==> src/rtl/core/clr_pkg.sv <==
// ----------------------------------------------------------------------------
// clr_pkg
// Shared types and constants of the clipped line rasterizer.
// ----------------------------------------------------------------------------
package clr_pkg;

  localparam int unsigned ScreenWidth  = 4096;
  localparam int unsigned ScreenHeight = 4096;
  localparam int unsigned ClipSteps    = 8;
  localparam int unsigned CW           = 16;   // clip coordinate width
  localparam int unsigned PW           = 30;   // product width
  localparam int unsigned QW           = 17;   // quotient width

  localparam logic [1:0] ST_NONE   = 2'd0;
  localparam logic [1:0] ST_PIXEL  = 2'd1;
  localparam logic [1:0] ST_ACCEPT = 2'd2;
  localparam logic [1:0] ST_REJECT = 2'd3;

  localparam logic [1:0] REG_MIN_X = 2'd0;
  localparam logic [1:0] REG_MAX_X = 2'd1;
  localparam logic [1:0] REG_MIN_Y = 2'd2;
  localparam logic [1:0] REG_MAX_Y = 2'd3;

  localparam logic [3:0] OC_TOP    = 4'd8;
  localparam logic [3:0] OC_BOTTOM = 4'd4;
  localparam logic [3:0] OC_RIGHT  = 4'd2;
  localparam logic [3:0] OC_LEFT   = 4'd1;

  typedef struct packed {
    logic load;     // latch endpoints, color, outcodes
    logic prep;     // compute numerator and denominator
    logic mul;      // register product
    logic div_go;   // start divider
    logic apply;    // write back clipped endpoint
    logic setup;    // build Bresenham state
    logic tick;     // advance one pixel
  } dp_cmd_t;

  typedef struct packed {
    logic [3:0] c1;
    logic [3:0] c2;
    logic       div_busy;
    logic       active;
    logic       at_final;
  } dp_sts_t;

  function automatic logic [3:0] outcode(input logic signed [CW-1:0] x,
                                         input logic signed [CW-1:0] y,
                                         input logic signed [CW-1:0] xl,
                                         input logic signed [CW-1:0] xh,
                                         input logic signed [CW-1:0] yl,
                                         input logic signed [CW-1:0] yh);
    logic [3:0] c;
    c = 4'd0;
    if (y > yh) c = c | OC_TOP;
    else if (y < yl) c = c | OC_BOTTOM;
    if (x > xh) c = c | OC_RIGHT;
    else if (x < xl) c = c | OC_LEFT;
    return c;
  endfunction

endpackage

==> src/rtl/core/clr_div.sv <==
// ----------------------------------------------------------------------------
// clr_div
// Restoring signed divider, one quotient bit per cycle, truncating.
// ----------------------------------------------------------------------------
module clr_div
  import clr_pkg::*;
(
  input  logic                 clk,
  input  logic                 rst_n,
  input  logic                 start,
  input  logic signed [PW-1:0] num,
  input  logic signed [CW-1:0] den,
  output logic                 busy,
  output logic signed [QW-1:0] quo
);

  localparam int unsigned CntW = $clog2(PW + 1);

  logic [PW-1:0]   rem_r, rem_nxt;
  logic [PW-1:0]   q_r, q_nxt;
  logic [CW-1:0]   d_r, d_nxt;
  logic            neg_r, neg_nxt;
  logic [CntW-1:0] cnt_r, cnt_nxt;
  logic            busy_r, busy_nxt;
  logic [PW:0]     trial;
  logic [PW-1:0]   shifted;
  logic [PW-1:0]   qneg;

  always_comb begin
    rem_nxt  = rem_r;
    q_nxt    = q_r;
    d_nxt    = d_r;
    neg_nxt  = neg_r;
    cnt_nxt  = cnt_r;
    busy_nxt = busy_r;
    shifted  = {rem_r[PW-2:0], q_r[PW-1]};
    trial    = {1'b0, shifted} - {{(PW+1-CW){1'b0}}, d_r};
    if (start) begin
      rem_nxt  = '0;
      q_nxt    = num[PW-1] ? PW'(-num) : PW'(num);
      d_nxt    = den[CW-1] ? CW'(-den) : CW'(den);
      neg_nxt  = num[PW-1] ^ den[CW-1];
      cnt_nxt  = CntW'(PW);
      busy_nxt = 1'b1;
    end else if (busy_r) begin
      if (!trial[PW]) begin
        rem_nxt = trial[PW-1:0];
        q_nxt   = {q_r[PW-2:0], 1'b1};
      end else begin
        rem_nxt = shifted;
        q_nxt   = {q_r[PW-2:0], 1'b0};
      end
      cnt_nxt = cnt_r - 1'b1;
      if (cnt_r == CntW'(1)) busy_nxt = 1'b0;
    end
  end

  always_ff @(posedge clk) begin
    if (!rst_n) begin
      busy_r <= 1'b0;
      cnt_r  <= '0;
    end else begin
      busy_r <= busy_nxt;
      cnt_r  <= cnt_nxt;
    end
    rem_r <= rem_nxt;
    q_r   <= q_nxt;
    d_r   <= d_nxt;
    neg_r <= neg_nxt;
  end

  assign qneg = neg_r ? PW'(-q_r) : q_r;
  assign quo  = QW'(qneg);
  assign busy = busy_r;

endmodule

==> src/rtl/core/clr_datapath.sv <==
// ----------------------------------------------------------------------------
// clr_datapath
// Endpoint registers, clip arithmetic, Bresenham stepping and window config.
// ----------------------------------------------------------------------------
module clr_datapath
  import clr_pkg::*;
(
  input  logic               clk,
  input  logic               rst_n,
  input  dp_cmd_t            cmd,
  output dp_sts_t            sts,
  input  logic signed [13:0] in_x1,
  input  logic signed [13:0] in_y1,
  input  logic signed [13:0] in_x2,
  input  logic signed [13:0] in_y2,
  input  logic [23:0]        in_color,
  input  logic               cfg_we,
  input  logic [1:0]         cfg_idx,
  input  logic [11:0]        cfg_val,
  output logic [11:0]        cfg_rd [4],
  output logic [11:0]        px_x,
  output logic [11:0]        px_y,
  output logic [23:0]        px_color
);

  logic [11:0] min_x_r, max_x_r, min_y_r, max_y_r;
  logic signed [CW-1:0] x1_r, y1_r, x2_r, y2_r;
  logic [3:0]  c1_r, c2_r;
  logic [23:0] color_r, line_color_r;
  logic signed [CW-1:0] base_r, dlt_r, den_r, bound_r;
  logic signed [PW-1:0] prod_r;
  logic        sel_y_r;       // clipping against a y edge
  logic        on_p1_r;
  logic [11:0] cur_x_r, cur_y_r, fin_r;
  logic signed [15:0] err_r;
  logic [12:0] dmaj_r, dmin_r;
  logic        up_r, xmaj_r, act_r;

  logic signed [CW-1:0] xl, xh, yl, yh;
  logic signed [QW-1:0] quo;
  logic        div_busy;
  logic [3:0]  code;
  logic signed [CW-1:0] nx, ny, nv;
  logic signed [CW-1:0] dx, dy, adx, ady;
  logic        xm;
  logic signed [CW-1:0] sx1, sy1, sx2, sy2;
  logic [11:0] maj, mnr, mnr_nx;

  assign xl = CW'(min_x_r);
  assign yl = CW'(min_y_r);
  assign xh = (32'(max_x_r) > ScreenWidth - 1)  ? CW'(ScreenWidth - 1)  : CW'(max_x_r);
  assign yh = (32'(max_y_r) > ScreenHeight - 1) ? CW'(ScreenHeight - 1) : CW'(max_y_r);

  clr_div u_div (
    .clk   (clk),
    .rst_n (rst_n),
    .start (cmd.div_go),
    .num   (prod_r),
    .den   (den_r),
    .busy  (div_busy),
    .quo   (quo)
  );

  assign code = (c1_r != 4'd0) ? c1_r : c2_r;
  assign nv   = CW'(32'(signed'(base_r)) + 32'(signed'(quo)));
  assign nx   = sel_y_r ? nv : bound_r;
  assign ny   = sel_y_r ? bound_r : nv;

  assign dx  = x2_r - x1_r;
  assign dy  = y2_r - y1_r;
  assign adx = dx[CW-1] ? -dx : dx;
  assign ady = dy[CW-1] ? -dy : dy;
  assign xm  = adx >= ady;
  always_comb begin
    sx1 = x1_r; sy1 = y1_r; sx2 = x2_r; sy2 = y2_r;
    if ((xm && x1_r > x2_r) || (!xm && y1_r > y2_r)) begin
      sx1 = x2_r; sy1 = y2_r; sx2 = x1_r; sy2 = y1_r;
    end
  end

  assign maj    = xmaj_r ? cur_x_r : cur_y_r;
  assign mnr    = xmaj_r ? cur_y_r : cur_x_r;
  assign mnr_nx = up_r ? mnr + 12'd1 : mnr - 12'd1;

  always_ff @(posedge clk) begin
    if (!rst_n) begin
      min_x_r <= 12'd0; max_x_r <= 12'hFFF;
      min_y_r <= 12'd0; max_y_r <= 12'hFFF;
      act_r   <= 1'b0;
      xmaj_r  <= 1'b1;
      cur_x_r <= '0; cur_y_r <= '0; fin_r <= '0; err_r <= '0;
      dmaj_r  <= '0; dmin_r <= '0; up_r <= 1'b0; line_color_r <= '0;
    end else begin
      if (cfg_we) begin
        case (cfg_idx)
          REG_MIN_X: min_x_r <= cfg_val;
          REG_MAX_X: max_x_r <= cfg_val;
          REG_MIN_Y: min_y_r <= cfg_val;
          REG_MAX_Y: max_y_r <= cfg_val;
          default: ;
        endcase
      end
      if (cmd.load) act_r <= 1'b0;
      if (cmd.setup) begin
        xmaj_r  <= xm;
        fin_r   <= xm ? sx2[11:0] : sy2[11:0];
        up_r    <= xm ? (sy2 > sy1) : (sx2 > sx1);
        dmaj_r  <= xm ? adx[12:0] : ady[12:0];
        dmin_r  <= xm ? ady[12:0] : adx[12:0];
        cur_x_r <= sx1[11:0];
        cur_y_r <= sy1[11:0];
        err_r   <= 16'(2 * 32'(signed'(xm ? ady : adx)) - 32'(signed'(xm ? adx : ady)));
        line_color_r <= color_r;
        act_r   <= 1'b1;
      end
      if (cmd.tick) begin
        if (maj == fin_r) begin
          act_r <= 1'b0;
        end else begin
          if (err_r[15]) begin
            err_r <= err_r + 16'(signed'({3'b0, dmin_r} << 1));
          end else begin
            err_r <= err_r + 16'((signed'({3'b0, dmin_r}) - signed'({3'b0, dmaj_r})) <<< 1);
            if (xmaj_r) cur_y_r <= mnr_nx;
            else cur_x_r <= mnr_nx;
          end
          if (xmaj_r) cur_x_r <= cur_x_r + 12'd1;
          else cur_y_r <= cur_y_r + 12'd1;
        end
      end
    end
    if (cmd.load) begin
      x1_r <= CW'(in_x1); y1_r <= CW'(in_y1);
      x2_r <= CW'(in_x2); y2_r <= CW'(in_y2);
      c1_r <= outcode(CW'(in_x1), CW'(in_y1), xl, xh, yl, yh);
      c2_r <= outcode(CW'(in_x2), CW'(in_y2), xl, xh, yl, yh);
      color_r <= in_color;
    end
    if (cmd.prep) begin
      on_p1_r <= c1_r != 4'd0;
      if ((code & (OC_TOP | OC_BOTTOM)) != 4'd0) begin
        sel_y_r <= 1'b1;
        bound_r <= ((code & OC_TOP) != 4'd0) ? yh : yl;
        base_r  <= x1_r;
        dlt_r   <= x2_r - x1_r;
        den_r   <= y2_r - y1_r;
        prod_r  <= PW'((((code & OC_TOP) != 4'd0) ? yh : yl) - y1_r);
      end else begin
        sel_y_r <= 1'b0;
        bound_r <= ((code & OC_RIGHT) != 4'd0) ? xh : xl;
        base_r  <= y1_r;
        dlt_r   <= y2_r - y1_r;
        den_r   <= x2_r - x1_r;
        prod_r  <= PW'((((code & OC_RIGHT) != 4'd0) ? xh : xl) - x1_r);
      end
    end
    if (cmd.mul) prod_r <= PW'(dlt_r * prod_r);
    if (cmd.apply) begin
      if (on_p1_r) begin
        x1_r <= nx; y1_r <= ny; c1_r <= outcode(nx, ny, xl, xh, yl, yh);
      end else begin
        x2_r <= nx; y2_r <= ny; c2_r <= outcode(nx, ny, xl, xh, yl, yh);
      end
    end
  end

  assign sts.c1       = c1_r;
  assign sts.c2       = c2_r;
  assign sts.div_busy = div_busy;
  assign sts.active   = act_r;
  assign sts.at_final = maj == fin_r;

  assign cfg_rd[0] = min_x_r;
  assign cfg_rd[1] = max_x_r;
  assign cfg_rd[2] = min_y_r;
  assign cfg_rd[3] = max_y_r;

  assign px_x     = cur_x_r;
  assign px_y     = cur_y_r;
  assign px_color = line_color_r;

endmodule

==> src/rtl/core/clr_ctrl.sv <==
// ----------------------------------------------------------------------------
// clr_ctrl
// Sequencer: accepts items, runs the clip loop, drives the output register.
// ----------------------------------------------------------------------------
module clr_ctrl
  import clr_pkg::*;
(
  input  logic       clk,
  input  logic       rst_n,
  input  logic       in_tvalid,
  output logic       in_tready,
  input  logic       in_func,
  output logic       out_tvalid,
  input  logic       out_tready,
  output logic [1:0] out_status,
  output logic       out_last,
  output logic       out_pix,
  output dp_cmd_t    cmd,
  input  dp_sts_t    sts
);

  localparam logic [2:0] S_IDLE  = 3'd0;
  localparam logic [2:0] S_CHECK = 3'd1;
  localparam logic [2:0] S_PREP  = 3'd2;
  localparam logic [2:0] S_MUL   = 3'd3;
  localparam logic [2:0] S_DIV   = 3'd4;
  localparam logic [2:0] S_WAIT  = 3'd5;
  localparam logic [2:0] S_APPLY = 3'd6;

  localparam int unsigned StW = $clog2(ClipSteps + 1);

  logic [2:0]     state_r, state_nxt;
  logic [StW-1:0] step_r, step_nxt;
  logic           ov_r, ov_nxt;
  logic [1:0]     ost_r, ost_nxt;
  logic           olast_r, olast_nxt;
  logic           opix_r, opix_nxt;
  logic           slot_free, acc;

  assign slot_free = !ov_r || out_tready;
  assign in_tready = (state_r == S_IDLE) && slot_free;
  assign acc       = in_tvalid && in_tready;

  always_comb begin
    state_nxt = state_r;
    step_nxt  = step_r;
    ov_nxt    = ov_r && !out_tready;
    ost_nxt   = ost_r;
    olast_nxt = olast_r;
    opix_nxt  = opix_r;
    cmd       = '0;
    case (state_r)
      S_IDLE: begin
        if (acc) begin
          if (!in_func) begin
            cmd.load  = 1'b1;
            step_nxt  = '0;
            state_nxt = S_CHECK;
          end else begin
            ov_nxt    = 1'b1;
            opix_nxt  = sts.active;
            ost_nxt   = sts.active ? ST_PIXEL : ST_NONE;
            olast_nxt = sts.active && sts.at_final;
            cmd.tick  = sts.active;
          end
        end
      end
      S_CHECK: begin
        if ((sts.c1 | sts.c2) == 4'd0) begin
          if (slot_free) begin
            cmd.setup = 1'b1;
            ov_nxt = 1'b1; ost_nxt = ST_ACCEPT; olast_nxt = 1'b0; opix_nxt = 1'b0;
            state_nxt = S_IDLE;
          end
        end else if ((sts.c1 & sts.c2) != 4'd0 || step_r == StW'(ClipSteps)) begin
          if (slot_free) begin
            ov_nxt = 1'b1; ost_nxt = ST_REJECT; olast_nxt = 1'b0; opix_nxt = 1'b0;
            state_nxt = S_IDLE;
          end
        end else begin
          state_nxt = S_PREP;
        end
      end
      S_PREP:  begin cmd.prep = 1'b1; state_nxt = S_MUL; end
      S_MUL:   begin cmd.mul = 1'b1; state_nxt = S_DIV; end
      S_DIV:   begin cmd.div_go = 1'b1; state_nxt = S_WAIT; end
      S_WAIT:  if (!sts.div_busy) state_nxt = S_APPLY;
      S_APPLY: begin
        cmd.apply = 1'b1;
        step_nxt  = step_r + 1'b1;
        state_nxt = S_CHECK;
      end
      default: state_nxt = S_IDLE;
    endcase
  end

  always_ff @(posedge clk) begin
    if (!rst_n) begin
      state_r <= S_IDLE;
      step_r  <= '0;
      ov_r    <= 1'b0;
    end else begin
      state_r <= state_nxt;
      step_r  <= step_nxt;
      ov_r    <= ov_nxt;
    end
    ost_r   <= ost_nxt;
    olast_r <= olast_nxt;
    opix_r  <= opix_nxt;
  end

  assign out_tvalid = ov_r;
  assign out_status = ost_r;
  assign out_last   = olast_r;
  assign out_pix    = opix_r;

endmodule

==> src/rtl/core/clipped_line_rasterizer_unit.sv <==
// ----------------------------------------------------------------------------
// clipped_line_rasterizer_unit
// Clips line commands to a window and emits Bresenham pixels on ticks.
// ----------------------------------------------------------------------------
// Input stream: tuser = func (0 line load, 1 tick), tdata = endpoints + color.
// Output stream: tuser = status, tlast = last pixel, tdata = x, y, color.
// Config: APB, four 12-bit window registers at 0x0, 0x4, 0x8, 0xC.
// A tick yields one pixel per clock while the output is taken.
// A line load latches the endpoints, then runs up to 8 clip passes; each
// pass runs prep, a registered multiply and a restoring divider. No input
// is taken until the load has finished.
// The result waits in an output register; input is taken while it is
// drained in the same cycle. A stalled receiver stalls the input.
// Synchronous reset restores the full-screen window and drops any line.
// ----------------------------------------------------------------------------
module clipped_line_rasterizer_unit
  import clr_pkg::*;
(
  input  logic        clk,
  input  logic        rst_n,
  input  logic        in_tvalid,
  output logic        in_tready,
  input  logic [79:0] in_tdata,  // start_x, start_y, end_x, end_y, color
  input  logic        in_tuser,  // func
  output logic        out_tvalid,
  input  logic        out_tready,
  output logic [47:0] out_tdata, // pixel_x, pixel_y, pixel_color
  output logic [1:0]  out_tuser, // status
  output logic        out_tlast, // last_pixel
  input  logic        cfg_psel,
  input  logic        cfg_penable,
  input  logic        cfg_pwrite,
  input  logic [3:0]  cfg_paddr,
  input  logic [31:0] cfg_pwdata,
  output logic [31:0] cfg_prdata,
  output logic        cfg_pready
);

  dp_cmd_t     cmd;
  dp_sts_t     sts;
  logic        opix;
  logic [11:0] px_x, px_y;
  logic [23:0] px_color;
  logic [11:0] cfg_rd [4];
  logic        cfg_we;

  assign cfg_pready = 1'b1;
  assign cfg_we     = cfg_psel && cfg_penable && cfg_pwrite && cfg_paddr[1:0] == 2'd0;
  assign cfg_prdata = (cfg_paddr[1:0] == 2'd0) ? {20'd0, cfg_rd[cfg_paddr[3:2]]} : 32'd0;

  clr_ctrl u_ctrl (
    .clk        (clk),
    .rst_n      (rst_n),
    .in_tvalid  (in_tvalid),
    .in_tready  (in_tready),
    .in_func    (in_tuser),
    .out_tvalid (out_tvalid),
    .out_tready (out_tready),
    .out_status (out_tuser),
    .out_last   (out_tlast),
    .out_pix    (opix),
    .cmd        (cmd),
    .sts        (sts)
  );

  clr_datapath u_dp (
    .clk      (clk),
    .rst_n    (rst_n),
    .cmd      (cmd),
    .sts      (sts),
    .in_x1    (in_tdata[13:0]),
    .in_y1    (in_tdata[27:14]),
    .in_x2    (in_tdata[41:28]),
    .in_y2    (in_tdata[55:42]),
    .in_color (in_tdata[79:56]),
    .cfg_we   (cfg_we),
    .cfg_idx  (cfg_paddr[3:2]),
    .cfg_val  (cfg_pwdata[11:0]),
    .cfg_rd   (cfg_rd),
    .px_x     (px_x),
    .px_y     (px_y),
    .px_color (px_color)
  );

  // Pixel registers only advance on a tick, so they still hold the emitted pixel.
  logic [47:0] pix_r;
  always_ff @(posedge clk) begin
    if (cmd.tick) pix_r <= {px_color, px_y, px_x};
  end
  assign out_tdata = opix ? pix_r : 48'd0;

endmodule

==> config.mk <==
export PLATFORM = sky130hd
export DESIGN_NAME = clipped_line_rasterizer_unit
export DESIGN_NICKNAME = d
export VERILOG_FILES = /design/src/rtl/core/clr_pkg.sv /design/src/rtl/core/clr_div.sv /design/src/rtl/core/clr_datapath.sv /design/src/rtl/core/clr_ctrl.sv /design/src/rtl/core/clipped_line_rasterizer_unit.sv
export SDC_FILE = /design/constraint.sdc
export NUM_CORES = 2
export LEC_CHECK = 0
export ABC_AREA = 1
export CORE_ASPECT_RATIO = 1.2
export CORE_MARGIN = 3
export CORE_UTILIZATION = 40
export CTS_BUF_LIST = sky130_fd_sc_hd__clkbuf_8
export DETAILED_ROUTE_END_ITERATION = 16
export DONT_BUFFER_PORTS = 1
export GPL_TIMING_DRIVEN = 0
export PLACE_DENSITY = 0.62
export SLEW_MARGIN = 20
export SYNTH_ARGS = -nofsm -noshare
export SYNTH_HDL_FRONTEND = slang
export SYNTH_SLANG_ARGS = --single-unit
==> constraint.sdc <==
create_clock -name clk -period 10.05 [get_ports clk]
set_clock_uncertainty 0.15 [all_clocks]
set_input_delay 2.5125 -clock clk [delete_from_list [all_inputs] [get_ports clk]]
set_output_delay 2.5125 -clock clk [all_outputs]
set_load 0.01 [all_outputs]
Yosys cells after proc, flatten, opt, wreduce, memory -nomap -nowiden --
Cells that the tools add are included.
Storage, ports and cells: register bits after elaboration 487, input port bits 124, output and inout port bits 86, word-level logic and storage cells 285
Operators by class: add/subtract/negate cells 21, $mul 1, $lt $le $gt $ge 18, eq/ne operators 18, multiplexer cells 144, bitwise logic cells 5, reductions and logical operators 35
Operator list (number):
- 2-to-1 mux 16 bit | 30
- 2-to-1 mux 12 bit | 21
- 2-to-1 mux 30 bit | 6
- > comparator 16 bit | 4
- negation 16 bit | 4
- > comparator 14 x 13 -> 1 bit | 4
- less-than comparator 14 x 13 -> 1 bit | 4
- 2-to-1 mux 4 bit | 12
- 2-to-1 mux 48 bit | 1
- subtractor 16 bit | 3
- 2-to-1 mux 1 bit | 42
- adder 12 x 1 -> 12 bit, second input constant | 3
- subtractor 13 x 16 -> 17 bit | 2
- adder 16 bit | 2
- > comparator 16 x 13 -> 1 bit | 2
- less-than comparator 16 x 13 -> 1 bit | 2
- subtractor 30 x 16 -> 31 bit | 1
- multiplier 16 x 30 -> 30 bit | 1
- 2-to-1 mux 15 bit | 2
- negation 30 bit | 1
- 2-to-1 mux 29 bit | 1
- 2-to-1 mux 3 bit | 9
- 2-to-1 mux 13 bit | 2
- binary-select mux 12 bit (select 2 bit) | 1
- other kinds (42) | 82

Longest topological paths before layout --
depth after elaboration 13, gate-level depth with buffers 50, mapped depth without buffers 49

Modules after synthesis --
Synthesis repeated with hierarchy kept, for this count alone.
Unflattened totals: cell total of the unflattened synthesis 6731, area, all modules 47589.4 um2
Modules (own cells, without submodules):
- clr_datapath | times used 1, cells each 5310, area each 37594.8 um2, sequential area each 7967.6 um2
- clr_div | times used 1, cells each 992, area each 6577.6 um2, sequential area each 2112.0 um2
- clipped_line_rasterizer_unit | times used 1, cells each 317, area each 2632.5 um2, sequential area each 1441.4 um2
- clr_ctrl | times used 1, cells each 112, area each 784.5 um2, sequential area each 280.3 um2

Worst setup path before layout --
No wires, ideal clock.
path type input -> register, start point input out_tready, end point register u_dp.cur_x_r[2] (netlist: u_dp.px_x[2]), setup time 132 ps, data arrival time 8008 ps, data required time 9768 ps, path slack 1760 ps, cell stages on the path 10, path buffers 1, cell sequence nor2_1 nor2_1 nand2_1 nor3_1 nand2_1 inv_2 clkbuf_1 o21ai_0 o211ai_1 a21oi_1
RTL lines:
- start: declaration | line clipped_line_rasterizer_unit.sv:26 | input logic out_tready,
- end signal: assignment | line clr_datapath.sv:110 | cur_x_r <= sx1[11:0];
- end signal: assignment | line clr_datapath.sv:125 | else cur_x_r <= mnr_nx;
- end signal: assignment | line clr_datapath.sv:127 | if (xmaj_r) cur_x_r <= cur_x_r + 12'd1;
- end: declaration | line clr_datapath.sv:34 | logic [11:0] cur_x_r, cur_y_r, fin_r;

Worst setup path after layout --
start point register u_dp.dlt_r[5], end point register u_dp.prod_r[28], data pin
Between the ends: longest elaborated chain between the ends 2
Ends and longest elaborated chain:
- start: declaration | line clr_datapath.sv:30 | logic signed [CW-1:0] base_r, dlt_r, den_r, bound_r;
- start signal: assignment | line clr_datapath.sv:145 | dlt_r <= x2_r - x1_r;
- start signal: assignment | line clr_datapath.sv:152 | dlt_r <= y2_r - y1_r;
- multiplier 16 x 30 -> 30 bit | line clr_datapath.sv:157 | if (cmd.mul) prod_r <= PW'(dlt_r * prod_r);
- 2-to-1 mux 30 bit | line clr_datapath.sv:157
- end signal: assignment | line clr_datapath.sv:147 | prod_r <= PW'((((code & OC_TOP) != 4'd0) ? yh : yl) - y1_r);
- end signal: assignment | line clr_datapath.sv:154 | prod_r <= PW'((((code & OC_RIGHT) != 4'd0) ? xh : xl) - x1_r);
- end signal: assignment | line clr_datapath.sv:157
- end: declaration | line clr_datapath.sv:31 | logic signed [PW-1:0] prod_r;
No other way between the ends. A chain may end at the register's enable or synchronous reset.

==> results.md <==
* Status: complete, no violations
* Routed wire length at 164700 um
* Root Buffer: clkbuf_8
* PortBufs at 0
* Tmin final at 8.900 ns
* Layout Nets at 7148
* Buf/Inv on CP at 8
* Antenna violation net count after detailed routing at 0
* Asr flop ratio synth at 0%
* RSZ-0062 raised after global routing: false
* Crit Path Class: reg -> reg
* Hold path depth at 0
* # resized after CTS at 0
* Critical path depth at 32
* DR vias at 42618
* Setup Viol. Count Final at 0
* Ys flop type: dfxtp_1
* Met3 wire len at 10850 um
* CTS clk-pin slew, worst paths at 0.07 ns
* Crit share post-route at 88.56%
* Initial antenna violation count at 7
* Total die area at 117600 um2
* Worst Hold Class: reg -> reg
* GP Congestion at 0.9846
* Synth Area per Inst at 7.285 um2
* Worst Setup End Kind: flip-flop
* Drt wl/cell at 20.78 um
* Design Area, Final at 49380 um2
* Share of layout cells above drive strength 1 at 3.695%
* VDD IR max at 0.3822 mV
* Post-synth top area cell: edfxtp_1
* Floorplan core area at 112000 um2
* #FFs+latches synth at 482
* Hold Vio Cnt, Final at 0
* Largest net degree at the start of global routing at 31
* TNS Setup at 0 ns
* YS warnings at 0
* Seq/Total Area, Yosys at 25.99%
* # rows at 134
* Number of remaining DRC errors at 0
* Die height at 375.1 um
* Synth area leaders: edfxtp_1, nand2_1, fa_1
* Hold_buf cts at 0
* Vias per cell at 5.377
* Worst slew pin tran at 1.225 ns
* Storage element area at 11800 um2
* Final Util at 44.09%
* F_max at 0.1124 GHz
* First-pass DRT Iterations at 7
* Total CTS buffers at 82
* R2R depth at 32
* Met1 wire length at 65610 um
* Cells after Synth at 6232
* Placed cell area at 47520 um2
* First-pass GRT wire length at 249000 um
* H-tree depth at 3
* Max Fanout on Critical Path at 10
* Slew Viols, Final at 0
* Crit start category: flip-flop
* Vias in the first global route at 41714
* Synth Cell Area at 45400 um2
* Post-CTS Setup Inserts at 0
* CTS Sinks at 482
* Met2 Wirelength at 76810 um
* Power Dens Cells at 313.3 nW/um2
* Die Width at 313.6 um
* Clk_lat worst skew at 0.79 ns
* Slowest CP cell: clkbuf_1
* Leak pwr at 24.35 nW
* Required @ worst endpoint at 10.40 ns
* CP most frequent cell: nand2_1
* CP Data Arrival Time at 9.25 ns
* Area of the multi-input gates at 28240 um2
* Slew headroom at 17.48%
* P&R area growth vs syn at 8.769%
* Dpl hpwl at 133000 um
* Worst path top cell family by delay: adder cells
* Top Layer Used: met4
* Filler instances at 11689
* Maximum Capacitance Violations at 0
* I/O pins at 210
* GRT Util Overall at 27.72%
* TritonCTS clock tree: built
* Max Root-Sink Buffers at 3
* Grt ovf at 0
* Slowest stage delay, CP at 0.71 ns
* Initial core utilization at 40.54%
* EDFF count, synth at 215
* Post-synth cell types at 66
* Hold WS at 0.2736 ns
* DRT iter0 DRCs at 3821
* Synth top area share at 14.22%
==> state kept, by name, indices dropped and copies added (netlist names), 24 cells and up <==
name              cells
pix_r                48
u_dp.color_r         24
u_dp.prod_r          30
u_dp.px_color        24
u_dp.u_div.q_r       30
u_dp.u_div.rem_r     29
==> through the flow <==
| step | cells | setup WS (ns) | power (mW) |
|---|---|---|---|
| floorplan | 6251 | 1.760 | 9.976 |
| global placement | 7747 | -1.681 | 13.16 |
| detailed placement | 7763 | 1.214 | 13.21 |
| CTS | 7910 | 1.179 | 15.29 |
| global route | 7923 | 0.6794 | 16.77 |
| finish | 7926 | 1.150 | 15.47 |
==> synthesized netlist by cell type (6+ instances only) <==
master	count
nand2_1	1526
inv_1	1118
o21ai_0	572
ha_1	387
nor2_1	365
a21oi_1	359
fa_1	286
dfxtp_1	267
clkbuf_1	226
edfxtp_1	215
nand3_1	185
xor2_1	128
o211ai_1	78
xnor2_1	65
nor3_1	50
nand4_1	41
o22ai_1	34
a221oi_1	28
buf_1	28
o31ai_1	24
buf_4	23
o21bai_1	21
a31oi_1	18
nor4_1	18
o21ai_1	15
or2_2	15
nand2_2	14
a211oi_1	11
inv_2	11
o21a_1	9
o221ai_1	8
a21o_1	6
a32o_1	6
o2111ai_1	6
==> where the power goes <==
part	leakage (nW)	switching (mW)	internal (mW)
combinational	19.2	7.55	3.49
clock	1.00	0.921	1.09
sequential	4.18	0.159	2.26
total	24.4	8.63	6.84
==> worst paths after layout <==
kind | start | end | slack [ns]
hold / removal | u_dp.px_color[17] | pix_r[41] | 0.27
hold reg to reg | u_dp.px_color[17] | pix_r[41] | 0.27
setup / recovery | u_dp.dlt_r[5] | u_dp.prod_r[28] | 1.15
setup reg to reg | u_dp.dlt_r[5] | u_dp.prod_r[28] | 1.15
==> logic make-up after synthesis <==
logic type	after synthesis	share of synthesized area [%]
AO/OA/AOI/OAI	1224	15.13
XOR/XNOR	193	3.723
multiplexers	2	0.04409
buffers and inverters	1419	12.02
other	2	0.01654
flip-flops	482	25.99
AND/OR/NAND/NOR	2237	19.80
adder cells (fa/ha/maj)	673	23.28
==> worst register-to-register path, delay by kind of cell (launching register included) <==
kind | cells | cell delay [ns]
flops | 1 | 0.33
xor+xnor | 1 | 0.14
buf+inv | 8 | 1.75
compound gates | 9 | 2.36
simple gates | 7 | 0.72
fa+ha+maj | 7 | 3.18
==> final cells by class <==
type                    count  area share (%)
plain buffers             287           2.453
clock inverters            49          0.9577
clock buffers              98           2.731
flip-flops and latches    482           23.90
repair buffers             16          0.3015
inverters                1132           8.604
well taps                1496           3.790
diodes                     16         0.08108
multi-input cells        4350           57.18
==> cell usage in the layout (no fill, tap or decap), types with 21 or more instances in the layout <==
| cell | Yosys | routed |
|---|---|---|
| nand2_1 | 1526 | 1526 |
| inv_1 | 1118 | 1136 |
| o21ai_0 | 572 | 572 |
| ha_1 | 387 | 387 |
| nor2_1 | 365 | 364 |
| a21oi_1 | 359 | 359 |
| fa_1 | 286 | 286 |
| dfxtp_1 | 267 | 267 |
| clkbuf_1 | 226 | 223 |
| edfxtp_1 | 215 | 215 |
| nand3_1 | 185 | 185 |
| xor2_1 | 128 | 128 |
| clkbuf_8 | 0 | 98 |
| o211ai_1 | 78 | 78 |
| xnor2_1 | 65 | 65 |
| nor3_1 | 50 | 47 |
| nand4_1 | 41 | 41 |
| buf_4 | 23 | 36 |
| o22ai_1 | 34 | 34 |
| a221oi_1 | 28 | 28 |
| buf_1 | 28 | 28 |
| o31ai_1 | 24 | 24 |
| o21bai_1 | 21 | 21 |
| conb_1 | 2 | 21 |
==> metal layers <==
metal  global-route usage [%]  vias to the layer above
met1                    33.87                    20234
li1                         -                    20210
met3                    3.553                      456
met5                        0                        -
met4                    17.15                        0
met2                    46.37                     1718
Power figures use the tool's default switching activity.
